--- src/rtl/core/sbe_ram.sv ---
// Generic single-port-write, single-port-read RAM with a registered read.
// No dependencies.
module sbe_ram #(
  parameter int WIDTH = 16,
  parameter int DEPTH = 256
) (
  input  logic                     clk_i,
  input  logic                     we_i,
  input  logic [$clog2(DEPTH)-1:0] waddr_i,
  input  logic [WIDTH-1:0]         wdata_i,
  input  logic [$clog2(DEPTH)-1:0] raddr_i,
  output logic [WIDTH-1:0]         rdata_o
);

  logic [WIDTH-1:0] mem_q [DEPTH];
  logic [WIDTH-1:0] rdata_q;

  always_ff @(posedge clk_i) begin
    if (we_i) begin
      mem_q[waddr_i] <= wdata_i;
    end
    rdata_q <= mem_q[raddr_i];
  end

  assign rdata_o = rdata_q;

endmodule

--- config.mk ---
export PLATFORM = sky130hd
export DESIGN_NAME = sbe_ram
export DESIGN_NICKNAME = d
export VERILOG_FILES = /design/src/rtl/core/sbe_ram.sv
export SDC_FILE = /design/constraint.sdc
export NUM_CORES = 2
export LEC_CHECK = 0
export ABC_CLOCK_PERIOD_IN_PS = 3100
export BUFFER_PORTS_ARGS = -buffer_cell sky130_fd_sc_hd__buf_2
export CORE_ASPECT_RATIO = 0.9
export CORE_MARGIN = 8
export CORE_UTILIZATION = 60
export DETAILED_ROUTE_END_ITERATION = 10
export PLACE_DENSITY = 0.77
export SYNTH_ARGS = -nofsm -noshare
export SYNTH_HDL_FRONTEND = slang
export SYNTH_SLANG_ARGS = --single-unit
export TNS_END_PERCENT = 5
--- constraint.sdc ---
create_clock -name clk_i -period 3.1 [get_ports clk_i]
set_input_delay 0.465 -clock clk_i [delete_from_list [all_inputs] [get_ports clk_i]]
set_output_delay 0.465 -clock clk_i [all_outputs]
set_load 0.05 [all_outputs]
==> results.py <==
metrics = {
    "run_status": {
        "outcome": "finished with violations",
        "violations": "negative hold slack, negative setup slack",
    },
    "die": {
        "die_h_um": 504,
        "die_w_um": 558,
        "ios": 50,
        "floorplan.initialDensity_pct": 60.2,
        "core_area_um2": 264000,
        "dieArea_um2": 281000,
        "rows": 179,
    },
    "global_route": {
        "grtUsageTotal_pct": 29.9,
        "grt_max_degree": 121,
        "grt-ovfl-total": 0,
        "antenna_found_initial": 28,
        "grt_pass1_vias": 82759,
        "grt_pass1_wl_um": 604000,
    },
    "synth": {
        "synth_nets": 7394,
        "synth_top_family_by_area": "multiplexers",
        "yosysSeqAreaShare_pct": 77.7,
        "syn_inst": 7360,
        "synth_compound_area_share_pct": 3.54,
        "synth_fa_ha_area_share_pct": 0,
        "synth.distinct_cells": 52,
        "ys_ff_latch": 4112,
        "synth_edf_count": 4096,
        "synthMuxAreaShare_pct": 15.5,
        "synth.avg_cell_area_um2": 21.6,
        "synth_area_um2": 159000,
        "ys_dominant_reg_cell": "edfxtp_1",
        "async_flop_share_pct": 0,
        "synthSimpleGateAreaFrac_pct": 1.57,
        "synth_warnings": 0,
        "synth-xor-area-share_pct": 0,
    },
    "place": {
        "io_buffers": 49,
        "preCtsSetupSlack_ns": -0.905,
        "dpl_cell_area_um2": 169000,
        "hpwl_um": 259000,
        "gp_congestion": 0.924,
        "placed_cells": 11350,
    },
    "drt": {
        "routed-wl-met2_um": 199000,
        "drt_wl_total_um": 428000,
        "vias_per_cell": 6.93,
        "wl_per_cell_um": 35.4,
        "top_layer_used": "met5",
        "drtPass1Iterations": 6,
        "drt.antenna.violating_nets": 0,
        "drtIter0Drc": 13855,
        "vias": 83804,
        "drc": 0,
        "met1_length_um": 152000,
        "met3RoutedLength_um": 57600,
    },
    "clock_network": {
        "numCtsBuffers": 391,
        "post_cts_buffers": 0,
        "clkTransAtPathRegs_ns": 0.06,
        "clock-sinks": 4112,
        "cts_max_path_buffers": 4,
        "ctsRootBufferMaster": "clkbuf_16",
        "htreeDepth": 5,
        "clock_latency_ns": 0.91,
        "cts_tree": "done",
    },
    "timing": {
        "final-setup-viol-count": 1,
        "finalMaxSlewViolations": 0,
        "hold_ws_ns": -0.00430,
        "worst_pin_slew_ns": 1.29,
        "fin_ws_ns": -0.0139,
        "tns_ns": -0.0139,
        "max_freq_mhz": 321,
        "timing.final.crit_share_pct": 100,
        "hold_viol_final": 3,
        "slew-limit-headroom_pct": 13.2,
        "final.min_clock_period_ns": 3.11,
        "rsz0062_at_grt": "no",
        "finClkSkew_ns": 0.0541,
    },
    "final_layout": {
        "nets": 8252,
        "areaGrowthSynthToFinish_pct": 14.6,
        "stdcell_count": 12087,
        "multi_input_area_um2": 32800,
        "design_area_um2": 182000,
        "n_fill_cell": 15275,
        "seq_area_um2": 123000,
        "drive_above_1_share_pct": 28.0,
    },
    "job": {
        "max-cap-violations": 0,
    },
    "critical_path": {
        "crit_required_ns": 3.85,
        "cpMostUsedCell": "buf_4",
        "cp_cell_sequence": "buf_12, buf_4, buf_4, mux4_2, mux4_2, a22o_1, o32ai_1, buf_4, nor4_1",
        "start_kind": "input port",
        "worstSetupPathType": "input port to flop",
        "cp.arrival_ns": 3.86,
        "cp_max_fo": 12,
        "critPathCaptureType": "flop",
        "cp_slowest_stage_delay_ns": 0.84,
        "cpMaxStageDelayCell": "o32ai_1",
    },
    "power_and_ir_drop": {
        "p_switching_mw": 24.7,
        "finalPower_mw": 115,
        "irDropWorstVdd_mv": 0.541,
        "p_seq_share_pct": 53.2,
        "p_comb_share_pct": 5.6,
        "clockPowerShare_pct": 41.2,
        "switching_share_pct": 21.4,
        "p_leak_nw": 58.9,
        "power_density_nw_per_um2": 635,
        "intPower_mw": 90.7,
    },
    "min_path": {
        "hold_class": "input port to flop",
    },
}
## repair_timing
| item | 4_1_cts | 5_1_grt |
|---|---|---|
| setup endpoints to repair | 0 | 1 |
| gates resized for setup | 0 | 1 |
| endpoints found under the hold margin | 32 | 0 |
| hold buffers | 4 | 0 |
## Yosys cell counts (5+ instances only)
library cell	number	share of area, %
a2111oi_0	6	0.033
a211oi_1	18	0.085
a21oi_1	175	0.55
a221oi_1	28	0.15
a22o_1	32	0.18
a22oi_1	43	0.20
a31oi_1	6	0.024
and3_1	11	0.043
buf_1	27	0.064
buf_12	5	0.063
buf_2	76	0.24
buf_4	26	0.12
buf_6	77	0.55
buf_8	11	0.10
clkbuf_1	230	0.54
dfxtp_1	16	0.20
edfxtp_1	4096	77
mux2_2	88	0.62
mux2i_1	565	3.6
mux4_2	797	11
nand2_1	38	0.090
nand3_1	35	0.11
nand4_1	26	0.10
nor2_1	304	0.72
nor2b_1	9	0.035
nor3_1	92	0.29
nor4_1	17	0.067
o21ai_0	37	0.12
o221ai_1	252	1.4
o22ai_1	148	0.58
o31ai_1	16	0.076
o32ai_1	20	0.11
## cell type report
class	instances	area share (%)
sequential	4112	67.8
tap	3529	2.43
inverter	4	0.0151
multi-input combinational	2792	18.1
timing repair buffer	917	4.68
antenna	22	0.0303
clock buffer	472	5.59
clock inverter	239	1.37
## stage by stage
step / hold slack, ns / utilization [%]
final: -0.00430 / 69.0
after global routing: 0.00130 / 69.0
after CTS: 0.0125 / 69.0
after detailed placement: 0.924 / 64.1
after global placement: 0.921 / 64.1
after floorplan: 0.564 / -
## worst paths after layout
kind                               to  slack, ns  cells past startpoint                startpoint
min reg2reg       rdata_o[15]$_DFF_P_       1.08                      6  mem_q[218][15]$_DFFE_PP_
min          mem_q[154][12]$_DFFE_PP_     -0.004                      1               wdata_i[12]
max                rdata_o[6]$_DFF_P_      -0.01                      9                raddr_i[0]
max reg2reg        rdata_o[6]$_DFF_P_          0                      6    mem_q[59][6]$_DFFE_PP_
## metal layers
layer / track usage (%) / vias to the layer above
met5: 0 / -
met4: 11.1 / 10
met3: 7.73 / 978
met2: 45.8 / 6525
met1: 42.1 / 43251
li1: - / 33040
## flip-flops by register name (all words and copies together) (netlist names)
register and flops:
rdata_o 16, mem_q 4096
## placed cells by master, fill, tap and decap left out, types with 43 or more instances in the layout
cell type  instances
o221ai_1         252
mux2_2            88
a22oi_1           43
o22ai_1          148
a21oi_1          175
clkinv_2          64
bufinv_16         43
clkbuf_16        393
clkinv_1          90
edfxtp_1        4096
buf_4            741
clkbuf_1          76
nor3_1            90
mux4_2           797
nor2_1           279
mux2i_1          565
buf_12           124
## critical path, delay by kind of cell
kind / cells / cell delay [ns]
buffers and inverters: 4 / 0.99
AO/OA/AOI/OAI: 2 / 1.26
multiplexers: 2 / 1.07
AND/OR/NAND/NOR: 1 / 0.05
## power groups by stage
| stage | clock network [mW] | logic, mW | registers (mW) |
|---|---|---|---|
| 2_1_floorplan | 0 | 3.02 | 62.6 |
| 3_3_place_gp | 0 | 6.09 | 62.6 |
| 3_5_place_dp | 0 | 6.26 | 62.6 |
| 4_1_cts | 47.8 | 6.34 | 61.4 |
| 5_1_grt | 49.9 | 6.61 | 61.4 |
| 6_report | 47.5 | 6.44 | 61.4 |
## logic make-up (layout without fill, tap and decap cells)
family,Yosys count,after routing
other,0,22
muxes,1450,1450
DFF,4112,4112
AOI/OAI and AO/OA,786,786
buffers and inverters,456,1632
and+or+nand+nor,556,556
No activity file was read; power rests on OpenSTA's default activity.
