`config.mk`:
```
export PLATFORM = sky130hd
export DESIGN_NAME = sbe_isqrt
export DESIGN_NICKNAME = d
export VERILOG_FILES = /design/src/rtl/core/sbe_isqrt.sv
export SDC_FILE = /design/constraint.sdc
export NUM_CORES = 1
export LEC_CHECK = 0
export BUFFER_PORTS_ARGS = -buffer_cell sky130_fd_sc_hd__clkbuf_2
export CAP_MARGIN = 40
export CELL_PAD_IN_SITES_DETAIL_PLACEMENT = 0
export CELL_PAD_IN_SITES_GLOBAL_PLACEMENT = 1
export CORE_ASPECT_RATIO = 1.75
export CORE_UTILIZATION = 33
export CTS_CLUSTER_DIAMETER = 150
export DETAILED_ROUTE_END_ITERATION = 16
export GPL_ROUTABILITY_DRIVEN = 1
export PLACE_DENSITY = 0.63
export SKIP_LAST_GASP = 1
export SYNTH_ARGS = -nofsm -noshare
export SYNTH_HDL_FRONTEND = slang
export SYNTH_SLANG_ARGS = --single-unit
```
`constraint.sdc`:
```
create_clock -name clk_i -period 4.65 [get_ports clk_i]
set_input_delay 0.6975 -clock clk_i [delete_from_list [all_inputs] [get_ports clk_i]]
set_output_delay 0.6975 -clock clk_i [all_outputs]
set_load 0.01 [all_outputs]
```
`src/rtl/core/sbe_isqrt.sv`:
```
// Digit-by-digit integer square root, one root bit per cycle.
// Depends on nothing but its parameter; used by the band-energy top level.
module sbe_isqrt #(
  parameter int IN_W = 58
) (
  input  logic              clk_i,
  input  logic              rst_ni,
  input  logic              start_i,
  input  logic [IN_W-1:0]   operand_i,
  output logic              done_o,
  output logic [IN_W/2-1:0] root_o
);

  localparam int RW    = IN_W / 2;
  localparam int RM_W  = RW + 3;
  localparam int CNT_W = $clog2(RW + 1);

  logic             busy_q, busy_d, done_q, done_d;
  logic [CNT_W-1:0] cnt_q, cnt_d;
  logic [IN_W-1:0]  opd_q, opd_d;
  logic [RM_W-1:0]  rem_q, rem_d, rem_sh, trial;
  logic [RW-1:0]    root_q, root_d;
  logic             ge;

  always_comb begin
    rem_sh = {rem_q[RM_W-3:0], opd_q[IN_W-1 -: 2]};
    trial  = {1'b0, root_q, 2'b01};
    ge     = rem_sh >= trial;
    busy_d = busy_q;
    done_d = 1'b0;
    cnt_d  = cnt_q;
    opd_d  = opd_q;
    rem_d  = rem_q;
    root_d = root_q;
    if (start_i) begin
      busy_d = 1'b1;
      cnt_d  = CNT_W'(RW - 1);
      opd_d  = operand_i;
      rem_d  = '0;
      root_d = '0;
    end else if (busy_q) begin
      opd_d  = opd_q << 2;
      rem_d  = ge ? rem_sh - trial : rem_sh;
      root_d = {root_q[RW-2:0], ge};
      cnt_d  = cnt_q - CNT_W'(1);
      if (cnt_q == '0) begin
        busy_d = 1'b0;
        done_d = 1'b1;
      end
    end
  end

  always_ff @(posedge clk_i or negedge rst_ni) begin
    if (!rst_ni) begin
      busy_q <= 1'b0;
      done_q <= 1'b0;
    end else begin
      busy_q <= busy_d;
      done_q <= done_d;
    end
  end

  always_ff @(posedge clk_i) begin
    cnt_q  <= cnt_d;
    opd_q  <= opd_d;
    rem_q  <= rem_d;
    root_q <= root_d;
  end

  assign done_o = done_q;
  assign root_o = root_q;

endmodule

```
==> results.cfg, run 1 <==
[layout]
postLayoutCellArea_sq_mm = 0.00798
final_nets = 817
drive_gt1_frac = 0.278
area_growth_pct = 19.5
n_antenna_cell = 0
instances_no_fill = 982
fill_cells = 1986

[floorplanning]
io_pins = 91
fp.dieArea_sq_mm = 0.0208
start_util = 0.338
core_region_area_sq_mm = 0.0197
die_h_um = 190
rows = 68
fp.dieW_um = 109

[synthesis]
ys_seq_area_frac = 0.461
synth_edf_count = 58
ys_warn_count = 0
yosys-top-cells-area = edfxtp_1, dfxtp_1, mux2_2, ha_1, mux2i_1
synth_top_area_frac = 0.261
syn-num-nets = 735
ys_ff_latch = 124
syn_avg_cell_area_sq_um = 10.4
syn_inst = 642
async_reset_ff_frac = 0.0161
syn_area_sq_mm = 0.00667
synth_cell_types = 56
synth_area_leader_cell = edfxtp_1
synth_ff_type = dfxtp_1

[placed_design]
io_buffers = 90
dp.cells = 950
placed_area_sq_mm = 0.00736
gp_congestion = 0.757
hpwl_mm = 10.8

[drt]
dr.pass1.iters = 4
wl_mm = 14.6
vias = 4891
drc = 0
vias_per_cell = 4.98
wire_per_inst_um = 14.9
drtIter0Drc = 152
antenna_left = 0

[clock_network]
cts_tree = built
hold_buffers = 0
clk_latency_ns = 0.42
cts_made_buffers = 17
cts_max_level = 4
cts_setup_buffers = 0
clock_path_buffers = 2
cts_sinks = 124
root_buffer = clkbuf_16
clk_pin_slew_ns = 0.06
ctsResizeCount = 0

[setup_path]
r2r_end = rem_q[1]$_SDFFE_PP0P_
critPathKind = flip-flop to flip-flop
cp_slowest_cell = and3_2
path_common_cell = mux2i_1
r2r_cells = 12
cp.arrival_ns = 3.66
worstPathRequired_ns = 5.00
cp_top_family = simple AND/OR/NAND/NOR gates
worst_path_largest_cell_delay_ns = 0.73
rr_startpoint = root_o[5]$_SDFFE_PP0P_
cp_cell_sequence = inv_1, ha_1, a21oi_1, nand2_1, o211ai_1, nand3_1, o21ai_0, and3_2, buf_4, mux2i_1, mux2i_1, nor2_1
cp.depth = 12
cp_max_fo = 37
crit_buf_inv = 2
crit_path_end_kind = flip-flop
startpoint_type = flip-flop
rrSetupSlack_ns = 1.34

[global_route]
grt_use_met2 = 0.278
grt_pass1_wl_mm = 25.0
grt_pass1_vias = 5152
antenna_found_initial = 0
grt_usage = 0.153
grt_max_degree = 62
grt_use_met1 = 0.162
grt_busiest_layer = met2
met3_usage = 0.0415
grt_remaining_overflow = 0

[sta]
drv_slew = 0
setup_viol = 0
period_share = 0.712
worst_clock_skew_ns = 0.00896
rsz0062_at_grt = no
finalCriticalPeriod_ns = 3.31
slew_headroom = 0.475
tns_ns = 0
worst_pin_slew_ns = 0.787
hold_viol = 0
holdWs_ns = 0.0590
max_freq_mhz = 302

[power_and_ir_drop]
ir_drop_mv = 0.338
power.density_mw_per_mm2 = 627
p_leak_nw = 3.45

[run_status]
status = complete, no violations

[worst_hold_path]
min_path_type = input pin to async pin

[flow_run]
drv_cap = 0
==> stage by stage <==
step | power [mW] | util | worst slack [ns]
finish | 5.00 | 0.404 | 1.34
global route | 5.39 | 0.404 | 1.00
CTS | 5.07 | 0.404 | 1.27
detailed placement | 3.66 | 0.373 | 1.30
global placement | 3.64 | 0.372 | 1.37
floorplan | 3.20 | - | 1.68
==> cells in the final DEF, fill, tap and decap left out, drive strengths merged, types with 2 or more instances in the layout <==
master,instances
clkbuf,107
nor2,89
dfxtp,64
mux2,60
edfxtp,58
inv,41
a21oi,39
mux2i,38
ha,32
a211oi,27
nand2,25
o21ai,16
xnor2,16
xor2,12
a31oi,10
nand2b,10
a21o,9
nor2b,8
buf,7
nand3,6
nand4,5
nor3,4
and2,4
clkinvlp,4
or2,4
o211ai,4
and3,4
nor3b,3
bufinv,3
a221oi,3
o21a,2
nor4,2
a41oi,2
dfrtp,2
==> Yosys cell counts, types with 8 or more instances <==
cell      count
a211oi_1     25
xnor2_1      16
nand2b_1     10
mux2_2       60
nand2_1      25
ha_1         32
nor2_1       89
nor2b_1       8
clkbuf_1     26
inv_1        35
edfxtp_1     58
a31oi_1      10
mux2i_1      38
a21o_1        8
o21ai_0      16
xor2_1       12
dfxtp_1      64
a21oi_1      39
==> worst max path at each step <==
stage,from,end,slack [ns]
after floorplan,root_o[12]$_SDFFE_PP0P_,rem_q[27]$_SDFFE_PP0P_,1.68
after global placement,root_o[18]$_SDFFE_PP0P_,rem_q[1]$_SDFFE_PP0P_,1.37
after detailed placement,root_o[5]$_SDFFE_PP0P_,rem_q[1]$_SDFFE_PP0P_,1.30
after CTS,root_o[5]$_SDFFE_PP0P_,rem_q[1]$_SDFFE_PP0P_,1.27
after global routing,root_o[5]$_SDFFE_PP0P_,rem_q[1]$_SDFFE_PP0P_,1.00
final,root_o[5]$_SDFFE_PP0P_,rem_q[1]$_SDFFE_PP0P_,1.34
==> cell type report <==
type / count / area, sq um / area share
multi-input combinational: 450 / 3330 / 0.417
sequential: 124 / 3080 / 0.386
timing repair buffer: 96 / 518 / 0.0650
clock buffer: 18 / 429 / 0.0538
tap: 245 / 307 / 0.0384
clock inverter: 14 / 184 / 0.0231
inverter: 35 / 131 / 0.0165
==> registers in the layout, summed over array words and instances (netlist names) <==
signal  flops
root_o     29
done_o      1
rem_q      30
busy_q      1
cnt_q       5
opd_q      58
==> per-layer routing <==
layer,share of wire,routed length (um),up-vias
met4,0.020,286,0
met2,0.54,7920,91
met1,0.40,5810,2308
li1,-,-,2477
met5,0,0,-
met3,0.041,603,15
==> where the power goes <==
| group | total, mW | switching [mW] | internal [mW] |
|---|---|---|---|
| sequential | 1.42 | 0.102 | 1.31 |
| clock | 1.38 | 0.522 | 0.855 |
| combinational | 2.21 | 1.20 | 1.01 |
| total | 5.00 | 1.83 | 3.17 |
==> kinds of logic after synthesis <==
logic type               after synthesis  share of synthesized area
AO/OA/AOI/OAI                        123                      0.126
AND/OR/NAND/NOR                      169                      0.118
buffers and inverters                 68                     0.0405
XOR/XNOR                              28                     0.0368
adder cells (fa/ha/maj)               32                     0.0600
multiplexers                          98                      0.158
flip-flops                           124                      0.461
(Power assumes the default switching activity.)
==> run 2: changes to the inputs <==
- ABC_AREA: not set -> 1
- PLACE_DENSITY: 0.63 -> 0.67
- clock period: 4.65 -> 3.2 ns (I/O delays scaled with it)
==> run 2 against run 1 <==
  * Wire length grew 43%
  * Cell area grew 8.2%
  * Utilization shrank 0.42 points
  * Final cell count grew 46%
==> results.cfg, run 2 <==
[run_status]
status = complete, no violations

[synthesis]
ys_warn_count = 0
async_reset_ff_frac = 0.0161
post-synth-top-count-cell = nand2_1
synth_ff_type = dfxtp_1
ys_seq_area_frac = 0.422
syn-num-nets = 1136
ys_ff_latch = 124
syn_inst = 1043
synth_edf_count = 58
synthTopCellsByCount = nand2_1, inv_1, nand3_1
syn_area_sq_mm = 0.00727
synth_top_area_frac = 0.240
yosys-top-cells-area = nand2_1, edfxtp_1, dfxtp_1, inv_1, ha_1
synth_cell_types = 35
synth_area_leader_cell = nand2_1
syn_avg_cell_area_sq_um = 6.97

[power_and_ir_drop]
p_comb_frac = 0.520
ir_drop_mv = 0.447
p_leak_nw = 4.51
power.density_mw_per_mm2 = 979
p_seq_frac = 0.250
p_int_mw = 4.66
pwr-share-clk = 0.230
switching_share = 0.449
p_sw_mw = 3.79

[worst_hold_path]
holdPathStages = 3
min_path_type = input pin to flip-flop
holdCritStartpoint = operand_i[0]
hold_end = opd_q[0]$_SDFFCE_PN0P_

[global_route]
grt_remaining_overflow = 0
grt_pass1_vias = 6650
antenna_found_initial = 0
grt_usage = 0.197
grt_max_degree = 60
grt_pass1_wl_mm = 33.5

[setup_path]
rrSetupSlack_ns = 0.78
path_common_cell = nand2_1
cp_slowest_cell = ha_1
worstPathRequired_ns = 3.50
r2r_end = rem_q[8]$_SDFFE_PP0P_
cp_max_fo = 21
cp_cell_sequence = inv_1, ha_1, nand2_1, nor2_1, nand2_1, nor2_2, nor2_4, nand2_2, buf_4, nand2_1, nand3_1, o21ai_0
rr_startpoint = root_o[22]$_SDFFE_PP0P_
startpoint_type = flip-flop
crit_path_end_kind = flip-flop
crit_buf_inv = 2
r2r_cells = 12
critPathKind = flip-flop to flip-flop
worst_path_largest_cell_delay_ns = 0.41
cp_top_family = simple AND/OR/NAND/NOR gates
cp.arrival_ns = 2.72

[layout]
final_nets = 1224
largest_reg_flops = 58
drive_gt1_frac = 0.140
final_cell_mix = nand2_1, inv_1, clkbuf_2
final_common_cell = nand2_1
n_antenna_cell = 0
top_register = opd_q
postLayoutCellArea_sq_mm = 0.00863
area_growth_pct = 18.6

[sta]
worst_clock_skew_ns = 0.00632
rsz0062_at_grt = no
drv_slew = 0
tns_ns = 0
period_share = 0.757
setup_viol = 0
finalCriticalPeriod_ns = 2.42
worst_pin_slew_ns = 0.628
hold_viol = 0
max_freq_mhz = 413
slew_headroom = 0.581

[placed_design]
placed_area_sq_mm = 0.00803
gp_congestion = 0.900
hpwl_mm = 15.8
io_buffers = 90

[floorplanning]
rows = 71
die_h_um = 198
io_pins = 91
core_region_area_sq_mm = 0.0216
fp.dieArea_sq_mm = 0.0227
start_util = 0.337
fp.dieW_um = 114

[drt]
wire_per_inst_um = 14.5
drc = 0
antenna_left = 0
wl_mm = 20.8
dr.pass1.iters = 5
vias = 6482
vias_per_cell = 4.51
drtIter0Drc = 202

[clock_network]
clk_latency_ns = 0.43
cts_made_buffers = 17
cts_sinks = 124
cts_tree = built
clk_pin_slew_ns = 0.06
root_buffer = clkbuf_16
clock_path_buffers = 2
cts_max_level = 4

[flow_run]
drv_cap = 0
## run 2: how the worst max path moves through the flow
| stage | cells after the start | end | from |
|---|---|---|---|
| final | 12 | rem_q[8]$_SDFFE_PP0P_ | root_o[22]$_SDFFE_PP0P_ |
| after global routing | 14 | rem_q[21]$_SDFFE_PP0P_ | root_o[2]$_SDFFE_PP0P_ |
| after CTS | 14 | rem_q[8]$_SDFFE_PP0P_ | root_o[4]$_SDFFE_PP0P_ |
| after detailed placement | 14 | rem_q[7]$_SDFFE_PP0P_ | root_o[4]$_SDFFE_PP0P_ |
| after global placement | 12 | rem_q[20]$_SDFFE_PP0P_ | root_o[22]$_SDFFE_PP0P_ |
| after floorplan | 4 | opd_q[0]$_SDFFCE_PN0P_ | start_i |
## run 2: cell families after synthesis
kind of cell	count (synthesis)	synth area share
AOI/OAI and AO/OA	73	0.0568
xor gates and xnor gates	13	0.0157
adders and majority gates	32	0.0550
buffers and inverters	185	0.103
DFF	124	0.422
and+or+nand+nor	616	0.348
## run 2: power groups by stage
| stage | Combinational [mW] | Sequential, mW | Clock (mW) |
|---|---|---|---|
| 2_1_floorplan | 3.36 | 2.09 | 0 |
| 3_3_place_gp | 4.42 | 2.14 | 0 |
| 3_5_place_dp | 4.43 | 2.14 | 0 |
| 4_1_cts | 4.45 | 2.11 | 2.00 |
| 5_1_grt | 5.02 | 2.14 | 2.05 |
| 6_report | 4.39 | 2.11 | 1.94 |
## run 2: what timing repair did
action,CTS,global route
hold endpoints to repair,2,0
setup endpoints to repair,0,0
gates resized for setup,0,0
hold buffers,1,0
setup buffers,0,0
## run 2: worst register-to-register path: cells and delay by family (launching register included)
kind,cells,cell delay [ns]
adders and majority gates,1,0.41
and+or+nand+nor,8,1.05
buffers and inverters,2,0.41
DFF,1,0.33
AOI/OAI and AO/OA,1,0.08
## run 2: cell type report
cell class	instances	area [sq um]
clock buffers	24	514
clock inverters	8	80.1
fillers	2386	13000
inverters	152	572
multi-input cells	734	3460
flip-flops and latches	124	3070
well taps	292	365
repair buffers	102	568
## run 2: stage by stage
step	utilization	hold WS, ns	setup WS, ns	power, mW	cells
floorplan	-	0.184	0.0123	5.45	1043
global placement	0.372	0.266	0.803	6.56	1403
detailed placement	0.372	0.270	0.760	6.57	1403
CTS	0.400	0.296	0.757	8.56	1436
global route	0.400	0.309	0.572	9.20	1436
finish	0.400	0.311	0.779	8.45	1436
## run 2: routing by layer
metal | global-route usage | wire [um] | vias to the layer above
met5 | 0 | 0 | -
met4 | 0.0885 | 617 | 0
met3 | 0.0417 | 934 | 39
met2 | 0.378 | 11500 | 143
met1 | 0.199 | 7810 | 2858
li1 | - | - | 3442
==> run 3: changes to the inputs <==
- ABC_AREA: 1 -> 0
- PLACE_DENSITY: 0.67 -> 0.66
- clock period: 3.2 -> 2.01 ns (I/O delays scaled with it)
==> run 3 against run 2 <==
  * Largest cell class unchanged
  * Sequential share of layout area shrank 5.9 points
  * Sequential power up 55%
  * Largest power group unchanged
  * Combinational power grew to 2.5 times the previous value
  * The flow now finishes with violations (setup timing)
  * Fmax down 11%
==> results.cfg, run 3 (synthesized netlist as in run 1, its figures left out) <==
[global_route]
grt_usage = 0.184
grt_max_degree = 59
grt_pass1_vias = 6459
grt_pass1_wl_mm = 29.7
grt_remaining_overflow = 0
antenna_found_initial = 0

[floorplanning]
rows = 68
core_region_area_sq_mm = 0.0197
io_pins = 91
start_util = 0.338
die_h_um = 190
fp.dieW_um = 109
fp.dieArea_sq_mm = 0.0208

[setup_path]
cp_max_fo = 3
startpoint_type = flip-flop
crit_path_end_kind = flip-flop
critPathKind = flip-flop to flip-flop
startpoint = root_o[0]$_SDFFE_PP0P_
cp.arrival_ns = 3.07
rr_startpoint = root_o[0]$_SDFFE_PP0P_
worstPathRequired_ns = 2.35

[sta]
max_freq_mhz = 367
setup_viol = 31
worst_clock_skew_ns = 0.00763
holdWs_ns = 0.187
rsz0062_at_grt = yes
hold_viol = 0
worst_pin_slew_ns = 0.393
slew_headroom = 0.738
tns_ns = -13.55
finalCriticalPeriod_ns = 2.73
period_share = 1.36
setup_slack_ns = -0.717
drv_slew = 0

[clock_network]
cts_made_buffers = 17
cts_max_level = 4
root_buffer = clkbuf_16
cts_sinks = 124
clk_pin_slew_ns = 0.06
clock_path_buffers = 2
clk_latency_ns = 0.42
cts_tree = built

[layout]
final_common_cell = buf_4
drive_gt1_frac = 0.574
top_register = opd_q
final_cell_mix = buf_4, clkbuf_2, nor2_1
n_antenna_cell = 0
final_nets = 1000
largest_reg_flops = 58
postLayoutCellArea_sq_mm = 0.0105
area_growth_pct = 57.1

[placed_design]
hpwl_mm = 12.4
place_ws_ns = -0.840
placed_area_sq_mm = 0.00885
io_buffers = 90
gp_congestion = 0.799

[worst_hold_path]
holdCritStartpoint = operand_i[1]
min_path_type = input pin to flip-flop

[run_status]
violations = setup timing
status = finished, violations left

[drt]
route.met2.wl_mm = 10.1
dr.pass1.iters = 4
vias_per_cell = 4.92
wl_mm = 17.9
wire_per_inst_um = 15.4
drtIter0Drc = 162
drc = 0
met3_length_um = 716
antenna_left = 0
vias = 5733
wl_met1_mm = 6.75
highest_layer = met4

[power_and_ir_drop]
power.density_mw_per_mm2 = 1680
p_leak_nw = 4.62
ir_drop_mv = 0.812

[flow_run]
drv_cap = 0
==> run 3: cell count changes in the layout (fill, tap and decap cells not counted), sizes merged, moves of 17 or more <==
cell,before,now
nand2,473,25
buf,11,189
inv,151,38
nand3,71,6
mux2,0,60
mux2i,0,38
nor2,52,89
o22ai,29,1
a211oi,0,27
a21oi,22,39
==> run 3: worst paths after layout <==
path	slack, ns	depth (start not counted)	to
min in group asynchronous	0.21	2	busy_q$_DFF_PN0_
min	0.19	2	opd_q[1]$_SDFFCE_PN0P_
min reg2reg	0.50	2	rem_q[28]$_SDFFE_PP0P_
max in group asynchronous	1.69	2	busy_q$_DFF_PN0_
max	-0.72	12	rem_q[25]$_SDFFE_PP0P_
max reg2reg	-0.72	12	rem_q[25]$_SDFFE_PP0P_
==> run 3: where the power goes <==
| part | total (mW) | switching [mW] | internal, mW |
|---|---|---|---|
| registers | 3.28 | 0.236 | 3.05 |
| clock network | 3.27 | 1.19 | 2.08 |
| logic | 11.1 | 4.92 | 6.14 |
==> run 3: layer usage <==
layer,GRT usage,up-vias
met1,0.183,2750
met5,0,-
met4,0.0800,0
met3,0.0490,24
li1,-,2854
met2,0.349,105
==> run 3: area by class of cell <==
| class | count | area [sq um] |
|---|---|---|
| tap | 245 | 307 |
| clock buffer | 18 | 429 |
| timing repair buffer | 279 | 2150 |
| inverter | 35 | 131 |
| multi-input combinational | 450 | 4160 |
| sequential | 124 | 3110 |
| clock inverter | 14 | 193 |
| fill | 1712 | 9260 |
==> run 3: through the flow <==
step | power (mW) | instances | util
floorplan | 7.99 | 642 | -
global placement | 10.7 | 1104 | 0.448
detailed placement | 10.8 | 1104 | 0.448
CTS | 16.7 | 1160 | 0.518
global route | 18.7 | 1165 | 0.531
finish | 17.6 | 1165 | 0.531
==> run 3: critical path, cell delays in order (launching register included) <==
cell       delay [ns]
dfxtp_2          0.34
inv_2            0.04
ha_4             0.20
o211ai_1         0.28
o211ai_2         0.17
a32oi_4          0.25
a211oi_2         0.11
or2_4            0.24
a211o_1          0.30
buf_4            0.16
a2111oi_4        0.28
a221oi_2         0.06
a211oi_2         0.21
==> run 3: timing repair <==
action / 4_1_cts / 5_1_grt
gates resized for setup: 105 / 53
hold buffers: 1 / 0
endpoints found under the setup margin: 31 / 31
cloned: 3 / 0
hold endpoints to repair: 2 / 0
pin swaps: 52 / 49
buffers inserted: 21 / 6
